**config.mk**
```make
export PLATFORM = sky130hd
export DESIGN_NAME = adb_packet_deframer
export DESIGN_NICKNAME = d
export VERILOG_FILES = /design/src/hw/rtl/apd_pkg.sv /design/src/hw/rtl/apd_in_stage.sv /design/src/hw/rtl/apd_core.sv /design/src/hw/rtl/apd_out_stage.sv /design/src/hw/rtl/adb_packet_deframer.sv
export SDC_FILE = /design/constraint.sdc
export NUM_CORES = 1
export LEC_CHECK = 0
export ABC_AREA = 1
export BUFFER_PORTS_ARGS = -buffer_cell sky130_fd_sc_hd__buf_2
export CAP_MARGIN = 20
export CORE_ASPECT_RATIO = 1.2
export CORE_UTILIZATION = 40
export CTS_CLUSTER_SIZE = 16
export DETAILED_ROUTE_END_ITERATION = 10
export RECOVER_POWER = 25
export REMOVE_ABC_BUFFERS = 1
export SYNTH_ARGS = -nofsm -noshare
export SYNTH_HDL_FRONTEND = slang
export SYNTH_HIERARCHICAL = 1
export SYNTH_SLANG_ARGS = --single-unit
```
**constraint.sdc**
```tcl
create_clock -name clock -period 10.8 [get_ports clock]
set_clock_uncertainty 0.1 [all_clocks]
set_input_delay 2.16 -clock clock [delete_from_list [all_inputs] [get_ports clock]]
set_output_delay 2.16 -clock clock [all_outputs]
set_load 0.005 [all_outputs]
```
**src/hw/rtl/apd_pkg.sv**
```systemverilog
package apd_pkg;

   // header geometry
   localparam int HEADER_BYTES   = 24;
   localparam int HDR_STORE_BITS = (HEADER_BYTES - 1) * 8;
   localparam int COUNT_WIDTH    = $clog2(HEADER_BYTES);

   // payload length limits
   localparam int          LEN_WIDTH    = 13;
   localparam int          LENGTH_BOUND = 4096;
   localparam logic [12:0] LEN_LIMIT_RESET = 13'd4096;
   localparam logic [31:0] MAGIC_MASK   = 32'hffff_ffff;

   // result kind codes
   typedef enum logic [1:0] {
      KIND_HEADER    = 2'd0,
      KIND_PAYLOAD   = 2'd1,
      KIND_BAD_MAGIC = 2'd2,
      KIND_OVERSIZE  = 2'd3
   } kind_type;

   // deframer mode
   typedef enum logic [1:0] {
      MODE_HEADER  = 2'b01,
      MODE_PAYLOAD = 2'b10
   } mode_type;

   // one result item
   typedef struct packed {
      kind_type              kind;
      logic [31:0]           command_word;
      logic [31:0]           first_arg;
      logic [31:0]           second_arg;
      logic [LEN_WIDTH-1:0]  payload_length;
      logic [31:0]           check_word;
      logic [7:0]            data_byte;
      logic                  last;
   } result_type;

endpackage

```
**src/hw/rtl/apd_in_stage.sv**
```systemverilog
module apd_in_stage
   import apd_pkg::*;
(
   input  logic       clock,
   input  logic       reset,
   input  logic       req_valid,
   output logic       req_ready,
   input  logic [7:0] req_in_byte,
   input  logic       take,
   output logic       in_valid,
   output logic [7:0] in_byte
);

   logic       valid_ff, valid_in;
   logic [7:0] byte_ff, byte_in;

   // accept while empty or while the held item moves on
   assign req_ready = !valid_ff || take;

   always_comb begin
      valid_in = valid_ff;
      byte_in  = byte_ff;
      if (req_valid && req_ready) begin
         valid_in = 1'b1;
         byte_in  = req_in_byte;
      end else if (take) begin
         valid_in = 1'b0;
      end
   end

   always_ff @(posedge clock) begin
      if (reset) begin
         valid_ff <= 1'b0;
      end else begin
         valid_ff <= valid_in;
      end
      byte_ff <= byte_in;
   end

   assign in_valid = valid_ff;
   assign in_byte  = byte_ff;

endmodule

```
**src/hw/rtl/apd_core.sv**
```systemverilog
module apd_core
   import apd_pkg::*;
(
   input  logic                 clock,
   input  logic                 reset,
   input  logic                 csr_wr_en,
   input  logic [LEN_WIDTH-1:0] csr_wr_data,
   input  logic                 advance,
   input  logic [7:0]           in_byte,
   output logic                 res_valid,
   output result_type           res
);

   mode_type                   mode_ff, mode_in;
   logic [COUNT_WIDTH-1:0]     count_ff, count_in;
   logic [LEN_WIDTH-1:0]       left_ff, left_in;
   logic [HDR_STORE_BITS-1:0]  hdr_ff, hdr_in;
   logic [LEN_WIDTH-1:0]       max_ff, max_in;

   logic [HDR_STORE_BITS+7:0]  full_hdr;
   logic [31:0]                cmd, arg0, arg1, len, chk, magic;
   logic                       bad_magic, oversize;

   // configuration register
   assign max_in = csr_wr_en ? csr_wr_data : max_ff;

   // header words, little-endian, final byte taken straight from the input
   assign full_hdr = {in_byte, hdr_ff};
   assign cmd      = full_hdr[31:0];
   assign arg0     = full_hdr[63:32];
   assign arg1     = full_hdr[95:64];
   assign len      = full_hdr[127:96];
   assign chk      = full_hdr[159:128];
   assign magic    = full_hdr[191:160];

   assign bad_magic = magic != (cmd ^ MAGIC_MASK);
   assign oversize  = (len > {{(32-LEN_WIDTH){1'b0}}, max_ff}) || (len > 32'(LENGTH_BOUND));

   // per-item update and result decode
   always_comb begin
      mode_in   = mode_ff;
      count_in  = count_ff;
      left_in   = left_ff;
      hdr_in    = hdr_ff;
      res_valid = 1'b0;
      res       = '0;
      if (advance) begin
         unique case (mode_ff)
            MODE_PAYLOAD: begin
               res_valid     = 1'b1;
               res.kind      = KIND_PAYLOAD;
               res.data_byte = in_byte;
               if (left_ff != '0) begin
                  left_in = left_ff - LEN_WIDTH'(1);
               end
               if (left_ff <= LEN_WIDTH'(1)) begin
                  res.last = 1'b1;
                  mode_in  = MODE_HEADER;
               end
            end
            MODE_HEADER: begin
               hdr_in = {in_byte, hdr_ff[HDR_STORE_BITS-1:8]};
               if (count_ff == COUNT_WIDTH'(HEADER_BYTES - 1)) begin
                  count_in         = '0;
                  res_valid        = 1'b1;
                  res.command_word = cmd;
                  if (bad_magic) begin
                     res.kind = KIND_BAD_MAGIC;
                  end else if (oversize) begin
                     res.kind = KIND_OVERSIZE;
                  end else begin
                     res.kind           = KIND_HEADER;
                     res.first_arg      = arg0;
                     res.second_arg     = arg1;
                     res.payload_length = len[LEN_WIDTH-1:0];
                     res.check_word     = chk;
                     if (len == '0) begin
                        res.last = 1'b1;
                     end else begin
                        left_in = len[LEN_WIDTH-1:0];
                        mode_in = MODE_PAYLOAD;
                     end
                  end
               end else begin
                  count_in = count_ff + COUNT_WIDTH'(1);
               end
            end
            default: begin
               mode_in  = MODE_HEADER;
               count_in = '0;
            end
         endcase
      end
   end

   always_ff @(posedge clock) begin
      if (reset) begin
         mode_ff  <= MODE_HEADER;
         count_ff <= '0;
         left_ff  <= '0;
         max_ff   <= LEN_LIMIT_RESET;
      end else begin
         mode_ff  <= mode_in;
         count_ff <= count_in;
         left_ff  <= left_in;
         max_ff   <= max_in;
      end
      hdr_ff <= hdr_in;
   end

   // header byte count never reaches a full header
   assert property (@(posedge clock) disable iff (reset)
      count_ff < COUNT_WIDTH'(HEADER_BYTES))
      else $error("header count out of range");

   // payload mode always has bytes left and no partial header
   assert property (@(posedge clock) disable iff (reset)
      mode_ff == MODE_PAYLOAD |-> (left_ff != '0) && (count_ff == '0))
      else $error("payload mode with bad counters");

   // a good header ends the packet exactly when its length is zero
   assert property (@(posedge clock) disable iff (reset)
      res_valid && res.kind == KIND_HEADER |-> res.last == (res.payload_length == '0))
      else $error("header last flag wrong");

   // a payload item that is marked last returns to header collection
   assert property (@(posedge clock) disable iff (reset)
      res_valid && res.kind == KIND_PAYLOAD && res.last |=> mode_ff == MODE_HEADER)
      else $error("mode not back to header after last byte");

endmodule

```
**src/hw/rtl/apd_out_stage.sv**
```systemverilog
module apd_out_stage
   import apd_pkg::*;
(
   input  logic       clock,
   input  logic       reset,
   input  logic       load,
   input  result_type load_item,
   output logic       space,
   output logic       rsp_valid,
   input  logic       rsp_ready,
   output result_type rsp_item
);

   logic       valid_ff, valid_in;
   result_type item_ff, item_in;

   // room for a new item when empty or when the held one is taken now
   assign space = !valid_ff || rsp_ready;

   always_comb begin
      valid_in = valid_ff;
      item_in  = item_ff;
      if (load) begin
         valid_in = 1'b1;
         item_in  = load_item;
      end else if (rsp_ready) begin
         valid_in = 1'b0;
      end
   end

   always_ff @(posedge clock) begin
      if (reset) begin
         valid_ff <= 1'b0;
      end else begin
         valid_ff <= valid_in;
      end
      item_ff <= item_in;
   end

   assign rsp_valid = valid_ff;
   assign rsp_item  = item_ff;

endmodule

```
**src/hw/rtl/adb_packet_deframer.sv**
```systemverilog
// path: an accepted byte passes through the input register, then the result
// register; header bytes other than the 24th give no result
// throughput: one byte per cycle while the result register has room
// reset: synchronous, active high; clears the handshake registers and counters,
// restarts header collection and sets the length limit back to 4096
module adb_packet_deframer
   import apd_pkg::*;
(
   input  logic                 clock,
   input  logic                 reset,
   input  logic                 csr_wr_en,
   input  logic [LEN_WIDTH-1:0] csr_wr_data,
   input  logic                 req_valid,
   output logic                 req_ready,
   input  logic [7:0]           req_in_byte,
   output logic                 rsp_valid,
   input  logic                 rsp_ready,
   output logic [1:0]           rsp_kind,
   output logic [31:0]          rsp_command_word,
   output logic [31:0]          rsp_first_arg,
   output logic [31:0]          rsp_second_arg,
   output logic [LEN_WIDTH-1:0] rsp_payload_length,
   output logic [31:0]          rsp_check_word,
   output logic [7:0]           rsp_data_byte,
   output logic                 rsp_last
);

   logic       in_valid;
   logic [7:0] in_byte;
   logic       out_space;
   logic       advance;
   logic       res_valid;
   result_type res;
   result_type rsp_item;

   // an item moves on when the result register has room
   assign advance = in_valid && out_space;

   apd_in_stage u_in_stage (
      .clock       (clock),
      .reset       (reset),
      .req_valid   (req_valid),
      .req_ready   (req_ready),
      .req_in_byte (req_in_byte),
      .take        (advance),
      .in_valid    (in_valid),
      .in_byte     (in_byte)
   );

   apd_core u_core (
      .clock       (clock),
      .reset       (reset),
      .csr_wr_en   (csr_wr_en),
      .csr_wr_data (csr_wr_data),
      .advance     (advance),
      .in_byte     (in_byte),
      .res_valid   (res_valid),
      .res         (res)
   );

   apd_out_stage u_out_stage (
      .clock     (clock),
      .reset     (reset),
      .load      (res_valid),
      .load_item (res),
      .space     (out_space),
      .rsp_valid (rsp_valid),
      .rsp_ready (rsp_ready),
      .rsp_item  (rsp_item)
   );

   // result fields
   assign rsp_kind           = rsp_item.kind;
   assign rsp_command_word   = rsp_item.command_word;
   assign rsp_first_arg      = rsp_item.first_arg;
   assign rsp_second_arg     = rsp_item.second_arg;
   assign rsp_payload_length = rsp_item.payload_length;
   assign rsp_check_word     = rsp_item.check_word;
   assign rsp_data_byte      = rsp_item.data_byte;
   assign rsp_last           = rsp_item.last;

endmodule
```
==> results.json <==
{
  "run_status": "completed",
  "synth_top_family_by_area": "simple AND/OR/NAND/NOR gates",
  "startpoint": "rsp_ready",
  "dp_slack_ns": 5.25,
  "drt-met1-wl_um": 13500,
  "rsz0062_at_grt": "no",
  "synthXorXnorAreaFrac": 0.00651,
  "ys_seq_area_frac": 0.745,
  "cp_num_cells": 8,
  "drc": 0,
  "hold_viol": 0,
  "dp_hpwl_um": 20500,
  "tritoncts": "yes",
  "layout_setup_ws_ns": 5.61,
  "cp_common_cell": "inv_1",
  "drt-vias-per-instance": 4.75,
  "cts.sink_count": 379,
  "holdBufCountCts": 0,
  "p_leak_nw": 5.88,
  "reg2reg_from": "u_core/mode_ff[1]$_SDFFE_PP0P_",
  "worstMarginPinSlew_ns": 1.12,
  "multi_input_area_mm2": 0.00315,
  "regArea_mm2": 0.0110,
  "fmax_mhz": 193,
  "cts_buffers": 39,
  "wl_um": 31700,
  "die_area_mm2": 0.0378,
  "critPathSlowestCell": "inv_1",
  "worstReg2RegEnd": "u_out_stage/rsp_item[145]$_DFFE_PP_",
  "dr.pass1.iters": 5,
  "std_cell_rows": 76,
  "final_common_cell": "edfxtp_1",
  "place.gp.congestion": 0.837,
  "min_period_ns": 5.19,
  "slew_viol_final": 0,
  "route.antenna.remaining_nets": 0,
  "cts_root_buf": "clkbuf_16",
  "max_stage_delay_ns": 0.22,
  "vias": 9014,
  "synth_area_leader_cell": "edfxtp_1",
  "synth_compound_area_frac": 0.0294,
  "fp.dieW_um": 178,
  "syn_area_mm2": 0.0148,
  "endpoint_kind": "output pin",
  "die_h_um": 213,
  "fp.coreArea_mm2": 0.0361,
  "p_per_area_mw_per_mm2": 178,
  "cp.arrival_ns": 2.93,
  "ys.warnings.count": 6,
  "clockBufferDepth": 3,
  "finalCritPeriodShare": 0.480,
  "setup_violations": 0,
  "clkTransAtPathRegs_ns": 0.06,
  "crit_path_max_fanout": 7,
  "worstPathRequired_ns": 8.54,
  "cts_setup_buffers": 0,
  "antenna_found_initial": 1,
  "cp_top_family": "buffers and inverters",
  "cap_violations": 0,
  "timing.hold.ws_ns": 0.338,
  "drive_above_1_share": 0.197,
  "top_layer_used": "met4",
  "placement.cell_area_mm2": 0.0162,
  "critPathKind": "input port to output pin",
  "grt_max_degree": 121,
  "io_buffer_count": 179,
  "r2r_slack_ns": 7.04,
  "final_cell_mix": "edfxtp_1, nand2_1, nor2_1",
  "startpoint_type": "input port",
  "synth_area_leaders": "edfxtp_1, nand2_1, nor2_1",
  "grt.overflow.total": 0,
  "syn_inst": 1209,
  "fillCellCount": 3240,
  "grt_pass1_wl_um": 48100,
  "cts_max_level": 2,
  "crit_end": "req_ready",
  "nets": 1442,
  "wire_per_inst_um": 16.7,
  "area_growth_pct": 17.6,
  "wl_met2_um": 15800,
  "cts_resized": 0,
  "syn_avg_cell_area_um2": 12.2,
  "drt_iter0_markers": 817,
  "grtUsageTotal": 0.169,
  "ir_drop_v": 0.000101,
  "final_area_mm2": 0.0174,
  "ys_seq_elements": 379,
  "crit_chain": "buf_2 -> inv_1 -> nand2_1 -> nand2_1 -> inv_1 -> inv_1 -> nand2_2 -> buf_2",
  "start_util": 0.410,
  "synth_fa_ha_area_frac": 0.0152,
  "path_buf_inv": 5,
  "hold_class": "flop to flop",
  "ff2ff_path_depth": 10,
  "dpl.cell_count": 1825,
  "met3_wirelength_um": 1540,
  "synth_top_area_frac": 0.698,
  "relSlewSlack": 0.249,
  "layout.cells.non_filler": 1897,
  "synth_simple_gate_area_frac": 0.162,
  "ioPinCount": 180,
  "grt_pass1_vias": 8798,
  "synth.area.mux_share": 0,
  "clkLatencyLatePin_ns": 0.54,
  "synthDistinctLibCells": 39
}
[how the worst min path moves through the flow]
stage	start	to	slack [ns]	cells past startpoint
after floorplan	u_core/hdr_ff[128]$_DFFE_PP_	u_core/hdr_ff[120]$_DFFE_PP_	0.33	0
after global placement	u_core/hdr_ff[76]$_DFFE_PP_	u_core/hdr_ff[68]$_DFFE_PP_	0.33	0
final	u_core/hdr_ff[44]$_DFFE_PP_	u_core/hdr_ff[36]$_DFFE_PP_	0.34	0
after detailed placement	u_core/hdr_ff[52]$_DFFE_PP_	u_core/hdr_ff[44]$_DFFE_PP_	0.33	0
after CTS	u_core/hdr_ff[44]$_DFFE_PP_	u_core/hdr_ff[36]$_DFFE_PP_	0.33	0
after global routing	u_core/hdr_ff[44]$_DFFE_PP_	u_core/hdr_ff[36]$_DFFE_PP_	0.35	0
[through the flow]
step                 util  setup TNS, ns  total power, mW
finish              0.482              0             3.10
global route        0.482              0             3.21
CTS                 0.482              0             3.14
detailed placement  0.447              0             1.79
global placement    0.446              0             1.79
floorplan               -        -0.0840             1.76
[cell type report]
| type | count | area share |
|---|---|---|
| timing repair buffer | 185 | 0.0549 |
| tap | 468 | 0.0336 |
| antenna | 1 | 0.000144 |
| inverter | 104 | 0.0229 |
| sequential | 379 | 0.634 |
| clock inverter | 16 | 0.00985 |
| clock buffer | 55 | 0.0637 |
| multi-input combinational | 689 | 0.181 |
[cells in the mapped netlist, drive strengths merged]
master  count
a211oi      1
a21boi      7
a21oi      36
a31oi       1
and2        1
buf        26
clkbuf     11
clkinv      2
dfxtp      35
edfxtp    344
ha         18
inv       102
nand2     274
nand3      29
nand4      11
nor2      256
nor3       13
o21a        3
o21ai      23
o221ai      1
o22ai       1
o31ai       2
or2         1
xnor2       1
xor2       10
[per-layer routing]
| metal | vias to the layer above | GRT usage |
|---|---|---|
| li1 | 4425 | - |
| met4 | 0 | 0.0642 |
| met2 | 245 | 0.285 |
| met1 | 4290 | 0.217 |
| met5 | - | 0 |
| met3 | 54 | 0.0299 |
[sequential cells by signal, summed over array words and instances, names as in the netlist, 2 cells and up]
signal	cells
u_core/max_ff	13
u_out_stage/rsp_item	152
u_core/mode_ff	2
u_core/left_ff	13
u_core/count_ff	5
u_in_stage/in_byte	8
u_core/hdr_ff	184
[cell families after synthesis]
group	after synthesis
AND/OR/NAND/NOR	585
flip-flops	379
buffers and inverters	141
AO/OA/AOI/OAI	75
adder cells (fa/ha/maj)	18
XOR/XNOR	11
[power breakdown]
group          internal [mW]  leakage, nW  switching [mW]
Combinational         0.0239         2.10          0.0615
Clock                  0.792        0.632           0.547
Sequential              1.64         3.15          0.0311
Total                   2.46         5.88           0.639
[worst reg2reg max path: cells and delay by family (launching register included)]
family	cells	cell delay [ns]
flops	1	0.33
simple gates	3	1.17
fa+ha+maj	1	0.12
buf+inv	6	1.88
No activity file was read; power rests on OpenSTA's default activity.
